[config.mk]
export PLATFORM = sky130hd
export DESIGN_NAME = mrs_ram
export DESIGN_NICKNAME = d
export VERILOG_FILES = /design/src/hw/rtl/assert_macros.svh /design/src/hw/rtl/mrs_ram.sv
export SDC_FILE = /design/constraint.sdc
export NUM_CORES = 2
export LEC_CHECK = 0
export BUFFER_PORTS_ARGS = -buffer_cell sky130_fd_sc_hd__buf_2
export CAP_MARGIN = 40
export CELL_PAD_IN_SITES_DETAIL_PLACEMENT = 0
export CELL_PAD_IN_SITES_GLOBAL_PLACEMENT = 1
export CORE_MARGIN = 1
export CORE_UTILIZATION = 61
export DETAILED_ROUTE_END_ITERATION = 6
export MAX_ROUTING_LAYER = met4
export PLACE_DENSITY_LB_ADDON = 0.1
export SLEW_MARGIN = 20
export SYNTH_ARGS = -nofsm -noshare
export SYNTH_HDL_FRONTEND = slang
export SYNTH_SLANG_ARGS = --single-unit
[constraint.sdc]
create_clock -name clk -period 3.5 [get_ports clk]
set_input_delay 0 -clock clk [delete_from_list [all_inputs] [get_ports clk]]
set_output_delay 0 -clock clk [all_outputs]
set_load 0.02 [all_outputs]
[src/hw/rtl/assert_macros.svh]
// assertion macros included by the slave engine rtl
`ifndef ASSERT_MACROS_SVH
`define ASSERT_MACROS_SVH

// same-cycle implication, checked on every rising edge outside reset
`define MRS_ASSERT_IMP(lbl, ante, cons) \
	lbl: assert property (@(posedge clk) disable iff (!arst_n) (ante) |-> (cons)) \
		else $error("assertion failed");

// next-cycle implication
`define MRS_ASSERT_NXT(lbl, ante, cons) \
	lbl: assert property (@(posedge clk) disable iff (!arst_n) (ante) |=> (cons)) \
		else $error("assertion failed");

`endif

[src/hw/rtl/mrs_ram.sv]
// simple dual-port ram with registered read data
`default_nettype none
module mrs_ram #(
	parameter int DW    = 8,
	parameter int DEPTH = 256
) (
	input  wire logic                     clk,
	input  wire logic                     we,
	input  wire logic [$clog2(DEPTH)-1:0] waddr,
	input  wire logic [DW-1:0]            wdata,
	input  wire logic                     re,
	input  wire logic [$clog2(DEPTH)-1:0] raddr,
	output      logic [DW-1:0]            rdata
);

	logic [DW-1:0] mem_q [DEPTH];

	// write port
	always_ff @(posedge clk) begin
		if (we) mem_q[waddr] <= wdata;
	end

	// read port, registered, holds when not enabled
	always_ff @(posedge clk) begin
		if (re) rdata <= mem_q[raddr];
	end

endmodule
`default_nettype wire

==> out/metrics.yaml <==
drt:
  antenna_left: 0
  drc: 0
  drt_first_pass_iters: 6
  wl_mm: 193
  vias_per_cell: 6.65
  drt-initial-drc-count: 5134
  wl_per_cell_um: 32.4
  via_count: 39500
grt:
  grtUsageTotal_pct: 30.7
  grt_max_degree: 136
  antenna_found_initial: 10
  gr-total-overflow: 0
  grt_pass1_wl_mm: 277
  grt_pass1_vias: 39600
clocking:
  cts_inserted_buffers: 195
  clockBufferDepth: 3
  h-tree-depth: 4
  cts_tree: "yes"
  clk_pin_slew_ns: 0.06
  cts_root_buffer: "clkbuf_16"
  cts.sinks: 2056
  cts_resized: 0
  clk-insertion-delay-late_ns: 0.82
setup_path:
  r2r_cells: 8
  crit-reg2reg-launch: "mem_q[27][3]"
  crit_slowest_cell: "a211oi_1"
  rrSetupSlack_ns: 0.56
  critPathMostFrequentCell: "buf_4"
  worstSetupPathType: "reg -> reg"
  arrival_ns: 3.47
  crit_fanout: 1
  cp_top_family: "compound AO/OA/AOI/OAI gates"
  start_kind: "register"
  required_ns: 4.03
  r2r-end: "rdata[3]"
  cp-end-kind: "register"
  crit_chain: "mux4_2 > a22o_1 > a221oi_1 > buf_4 > o221ai_1 > a211oi_1 > buf_4 > nor4_1"
  critPathMaxStageDelay_ns: 0.59
  crit_buf_inv: 2
die:
  core-area_sq_mm: 0.129
  io_pins: 35
  die_w_um: 363
  dieArea_sq_mm: 0.132
  rows: 132
  die_h_um: 363
  initial_core_util_pct: 61.5
sta:
  relSlewSlack_pct: 38.1
  timing.final.crit_share_pct: 83.9
  rsz0062_at_grt: "no"
  worstMarginPinSlew_ns: 0.920
  setup_violations: 0
  holdWs_ns: 0.155
  maxSlewViolCount: 0
  fin_worst_skew_ns: 0.0306
  min_period_ns: 2.94
  fmax_mhz: 341
  finalHoldViolations: 0
logic_synthesis:
  synth_edf_count: 2056
  synth_fp_nets: 3760
  synthAdderAreaFrac_pct: 0
  synth-xor-area-share_pct: 0
  ys_seq_area_share_pct: 77.5
  avgSynthCellArea_sq_um: 21.3
  postSynth.asyncResetShare_pct: 0
  ys_types: 54
  post-synth-top-area-cell: "edfxtp_1"
  syn-cell-area_sq_mm: 0.0796
  synth.area.top_cells: "edfxtp_1 (78%), mux4_2 (13%), mux2i_1 (1.7%)"
  synth_cells: 3733
  ys_ff_latch: 2056
  synth_compound_gate_area_share_pct: 3.42
  synth_top_family_by_area: "multiplexers"
  yosys_warnings: 0
  synth_top_flop_cell: "edfxtp_1"
  yosys-mux-area-fraction_pct: 14.6
  synth-simple-area-share_pct: 2.63
  synth.top_cell.area_share_pct: 77.5
layout:
  final_common_cell: "edfxtp_1"
  drive_above_1_share_pct: 25.1
  layout.nets: 4064
  area_growth_pct: 12.7
  fin_cells: 5941
  layout_common_cells: "edfxtp_1 (2056), mux4_2 (454), nor2_1 (279)"
run:
  cap_violations: 0
power:
  cellPowerDensity_mw_per_mm2: 560
  p_leak_nw: 28.2
  ir_drop_mv: 0.560
worst_hold_path:
  min_path_cells: 2
  holdPathEnd: "rdata[4]"
  hp-start: "re"
  hp-class: "in -> reg"
place:
  place_congestion: 0.872
  portBuffers: 34
  placed_cells: 5518
  dp_hpwl_mm: 122
outcome:
  status: "finished clean"
[Yosys cell counts (21+ instances only)]
| cell type | number |
|---|---|
| nand2_1 | 33 |
| buf_1 | 22 |
| nor2b_1 | 31 |
| o221ai_1 | 46 |
| buf_6 | 21 |
| mux2i_1 | 134 |
| o22ai_1 | 28 |
| buf_4 | 27 |
| buf_2 | 31 |
| a21oi_1 | 96 |
| nor3_1 | 22 |
| nor4_1 | 24 |
| nor2_1 | 282 |
| a22oi_1 | 133 |
| nand3_1 | 34 |
| clkbuf_1 | 111 |
| mux4_2 | 454 |
| edfxtp_1 | 2056 |
[cells by family after synthesis]
kind of cell | after synthesis
flops | 2056
mux | 591
compound gates | 385
buf+inv | 235
simple gates | 466
[worst max path at each step]
stage | cells past startpoint | endpoint | from
2_1_floorplan | 9 | rdata[2] | raddr[0]
3_3_place_gp | 8 | rdata[6] | raddr[1]
3_5_place_dp | 9 | rdata[4] | raddr[1]
4_1_cts | 8 | rdata[3] | mem_q[27][3]
5_1_grt | 8 | rdata[3] | mem_q[27][3]
6_report | 8 | rdata[3] | mem_q[27][3]
[sequential cells by signal, summed over array words and instances (netlist names)]
signal  cells
mem_q    2048
rdata       8
[power breakdown]
| group | switching (mW) | total (mW) | leakage, nW | internal (mW) |
|---|---|---|---|---|
| clock | 8.79 | 20.5 | 3.01 | 11.7 |
| combinational | 1.64 | 2.58 | 6.66 | 0.942 |
| sequential | 0.0302 | 27.2 | 18.5 | 27.2 |
| total | 10.5 | 50.3 | 28.2 | 39.8 |
[final cells by class]
class	count	area (sq um)
diodes	7	17.5
clock buffers	244	5150
clock inverters	108	1030
fillers	8013	39700
inverters	2	7.51
multi-input cells	1442	16500
flip-flops and latches	2056	61700
well taps	1742	2180
repair buffers	340	3140
[metrics by stage]
step	TNS (ns)	utilization (%)	power [mW]	setup slack, ns	area (sq um)
after floorplan	0	-	29.0	1.42	79600
after global placement	-0.471	64.0	30.2	-0.233	82800
after detailed placement	0	64.1	30.2	0.0366	83000
after CTS	0	69.0	50.5	0.621	89300
after global routing	0	69.3	51.5	0.502	89700
final	0	69.3	50.3	0.563	89700
[layer usage]
layer,track usage [%],up-vias,wire length (um)
li1,-,16300,-
met5,-,-,0
met2,47.0,2033,94300
met1,42.5,20800,74000
met4,9.56,0,5700
met3,6.19,331,18600
[repair_timing]
| action | CTS | global route |
|---|---|---|
| hold buffers | 19 | 0 |
| endpoints found under the hold margin | 784 | 0 |
| setup buffers | 0 | 0 |
No activity file was read; power rests on OpenSTA's default activity.
